## src/sv/vcfm_ram.sv

```systemverilog
// generic single write port ram with registered read
module vcfm_ram #(
  parameter int WIDTH = 8,
  parameter int DEPTH = 256
) (
  input  logic                     clk_i,
  input  logic                     we_i,
  input  logic [$clog2(DEPTH)-1:0] waddr_i,
  input  logic [WIDTH-1:0]         wdata_i,
  input  logic [$clog2(DEPTH)-1:0] raddr_i,
  output logic [WIDTH-1:0]         rdata_o
);

  logic [WIDTH-1:0] mem_q [DEPTH];
  logic [WIDTH-1:0] rdata_q;

  // write port
  always_ff @(posedge clk_i) begin
    if (we_i) begin
      mem_q[waddr_i] <= wdata_i;
    end
  end

  // registered read port
  always_ff @(posedge clk_i) begin
    rdata_q <= mem_q[raddr_i];
  end

  assign rdata_o = rdata_q;

endmodule

```

## config.mk

```make
export PLATFORM = sky130hd
export DESIGN_NAME = vcfm_ram
export DESIGN_NICKNAME = d
export VERILOG_FILES = /design/src/sv/vcfm_ram.sv
export SDC_FILE = /design/constraint.sdc
export NUM_CORES = 2
export LEC_CHECK = 0
export BUFFER_PORTS_ARGS = -buffer_cell sky130_fd_sc_hd__clkbuf_2
export CORE_AREA = 2 2 424 426
export DETAILED_ROUTE_END_ITERATION = 10
export DIE_AREA = 0 0 426 428
export PLACE_DENSITY = 0.61
export SETUP_SLACK_MARGIN = 0.15
export SYNTH_ARGS = -nofsm -noshare
export SYNTH_HDL_FRONTEND = slang
export SYNTH_SLANG_ARGS = --single-unit
```

## constraint.sdc

```tcl
create_clock -name clk_i -period 2.2 [get_ports clk_i]
set_clock_uncertainty 0.2 [all_clocks]
set_input_delay 0.22 -clock clk_i [delete_from_list [all_inputs] [get_ports clk_i]]
set_output_delay 0.22 -clock clk_i [all_outputs]
set_load 0.02 [all_outputs]
```

==> flow_summary_export.csv <==
group,metric,value,unit
synth,synth_ff_type,"edfxtp_1",
layout,num-nets-final,4579,
timing,slew_viol_final,0,
layout,multiInputGateArea,17000,um2
layout,drive_gt1_share,34.8,%
grt,grt_pass1_wl,293,mm
route,ant_nets,0,
critical_path,slowest_delay,0.54,ns
critical_path,arrival,3.04,ns
grt,antenna_found_initial,9,
grt,grt_max_degree,84,
floorplan,io-pin-count,34,
layout,syn_to_final_growth,20.2,%
synth,synthMuxAreaShare,14.6,%
critical_path,cp_top_family,"multiplexers",
route,drc_errors,0,
route,first_pass_iters,6,
placement,place_inst,6685,
clocking,htree_num_levels,4,
clocking,numCtsBuffers,202,
timing,worst_pin_slew,0.810,ns
critical_path,path_max_fanout,1,
synth,synth_cell_type_count,55,
layout,fillers,13600,
critical_path,path_class,"register to register",
timing,finalSetupViolations,8,
critical_path,cp-start-kind,"register",
synth,synth_warnings,0,
pwr,peakVddDrop,766,uV
floorplan,num_rows,155,
synth,synth_fa_ha_area_share,0,%
route,wirelength,204,mm
layout,utilization,53.8,%
floorplan,core_area,178000,um2
route,vias,41400,
synth,ys_ff_latch,2056,
timing,clock.fmax,0.398,GHz
status,status,"finished, violations left",
pwr,leakagePower,31.2,nW
synth,netlist.top_cell.by_area,"edfxtp_1",
timing,timing.hold.ws,0.0704,ns
synth,synth_compound_area_share,3.42,%
synth,ys_seq_area_share,77.5,%
synth,syn_inst,3733,
synth,syn-num-nets,3759,
floorplan,die_w,426,um
synth,synthXorXnorAreaFrac,0,%
floorplan,initial_utilization,44.8,%
layout,final_area,95600,um2
critical_path,cp_data_required_time,2.73,ns
timing,rsz0062_at_grt,"true",
critical_path,path_cells,"mux4_2 -> mux4_2 -> nor2b_4 -> nor4_4 -> buf_4 -> nor4_2",
synth,synth-edff-count,2048,
clocking,cts_tree,"done",
critical_path,cp_num_buf_inv,1,
pwr,power.density,851,nW/um2
grt,track_usage,22.4,%
synth,synth_area_per_cell,21.3,um2
synth,synth_area,79600,um2
synth,synth_top_family_by_area,"multiplexers",
status,violations,"setup timing",
layout,ff_latch_area,61700,um2
timing,finalCriticalPeriod,2.51,ns
timing,hold_viol_final,0,
min_path,hold_path.class,"input pin to register",
synth,synth-simple-area-share,2.63,%
placement,gp_congestion,0.865,
clocking,root_buffer,"clkbuf_16",
placement,dp_hpwl,136,mm
timing,slew_headroom,45.6,%
layout,layout.cells.non_filler,7076,
clocking,clkLatencyLatePin,0.86,ns
synth,synth-async-reset-ratio,0,%
timing,fin_ws,-0.311,ns
synth,synth_area_leaders,"edfxtp_1 (77%), mux4_2 (13%), mux2i_1 (1.7%), nor2_1 (1.3%), a22oi_1 (1.3%)",
critical_path,slowest_stage,"mux4_2",
synth,synth_top_cell_area_share,77.3,%
critical_path,endpoint_kind,"register",
clocking,clk_path_buf_depth,3,
route,initialDrtViolationCount,5036,
timing,fin_crit_sh,114,%
clocking,clkTransAtPathRegs,0.06,ns
route,vias_per_cell,5.85,
grt,first_global_vias,41400,
route,wl_per_cell,28.9,um
run,max-cap-violations,0,
clocking,cts_setup_buffers,0,
grt,overflow,0,
placement,numPortBuffers,33,
placement,dpl_cell_area,88600,um2
synth,ys_top_cells_by_count,"edfxtp_1 (2048), mux4_2 (454), nor2_1 (282), mux2i_1 (134), a22oi_1 (133)",
floorplan,dieArea,182000,um2
floorplan,fp.dieH,428,um
synth,synth_most_common_cell,"edfxtp_1",
clocking,clock-sinks,2056,
critical_path,cpMostUsedCell,"mux4_2",
[path summary, 6_finish.rpt]
kind,start,depth (start not counted),to,slack [ns]
worst max-delay path,mem_q[83][0],6,rdata_o[0],-0.31
worst min-delay path,raddr_i[4],7,rdata_o[7],0.07
worst max register to register,mem_q[83][0],6,rdata_o[0],-0.31
worst min register to register,mem_q[203][6],5,rdata_o[6],0.82
[state kept, by name, summed over array words and instances, names as in the netlist]
signal and count:
mem_q 2048, rdata_o 8
[stage by stage]
| step | setup TNS (ns) | worst slack (ns) | power (mW) |
|---|---|---|---|
| final | -1.59 | -0.311 | 81.3 |
| after global routing | -1.92 | -0.347 | 83.6 |
| after CTS | -1.77 | -0.335 | 81.9 |
| after detailed placement | -9.68 | -1.63 | 48.8 |
| after global placement | -9.83 | -1.67 | 48.8 |
| after floorplan | -14.25 | -0.0388 | 46.2 |
[placed cells by master, fill, tap and decap left out, types with 51 or more instances in the layout]
| master | synthesis | layout |
|---|---|---|
| buf_4 | 27 | 701 |
| mux4_2 | 454 | 455 |
| clkbuf_1 | 111 | 51 |
| mux2i_1 | 134 | 134 |
| buf_12 | 8 | 95 |
| a22oi_1 | 133 | 130 |
| nor2_1 | 282 | 275 |
| clkbuf_16 | 0 | 204 |
| edfxtp_1 | 2048 | 2048 |
| a21oi_1 | 96 | 94 |
[where the power goes]
group / internal (mW) / switching, mW / leakage [nW] / total (mW)
clock network: 18.7 / 14.6 / 3.10 / 33.2
logic: 2.02 / 2.83 / 9.62 / 4.85
registers: 43.2 / 0.0901 / 18.5 / 43.3
total: 63.9 / 17.5 / 31.2 / 81.3
[routing by layer]
metal	wire length [um]	track usage (%)
met5	63	0
met4	5960	6.67
met3	15800	4.77
met2	98600	35.3
met1	83900	31.4
[tightest hold or removal path, delay by kind of cell]
| kind | cells | cell delay [ns] |
|---|---|---|
| buffers and inverters | 4 | 0.58 |
| AO/OA/AOI/OAI | 1 | 0.06 |
| AND/OR/NAND/NOR | 2 | 0.20 |
[logic make-up (layout without fill, tap and decap cells)]
family,count (synthesis),count (layout)
other cells,0,5
mux,591,591
compound gates,385,385
simple gates,466,466
buf+inv,235,1218
flops,2056,2056
[final cells by class]
cell class,instances,area share (%)
diodes,5,0.0131
clock buffers,257,5.57
clock inverters,110,1.09
inverters,2,0.00785
multi-input cells,1442,17.7
flip-flops and latches,2056,64.5
well taps,2355,3.08
repair buffers,849,8.00
[repair_timing]
item / in CTS / in global routing
gates resized for setup: 63 / 17
endpoints found under the setup margin: 14 / 25
hold buffers: 20 / 0
hold endpoints to repair: 2284 / 0
pin swaps: 17 / 7
Power figures use the tool's default switching activity.
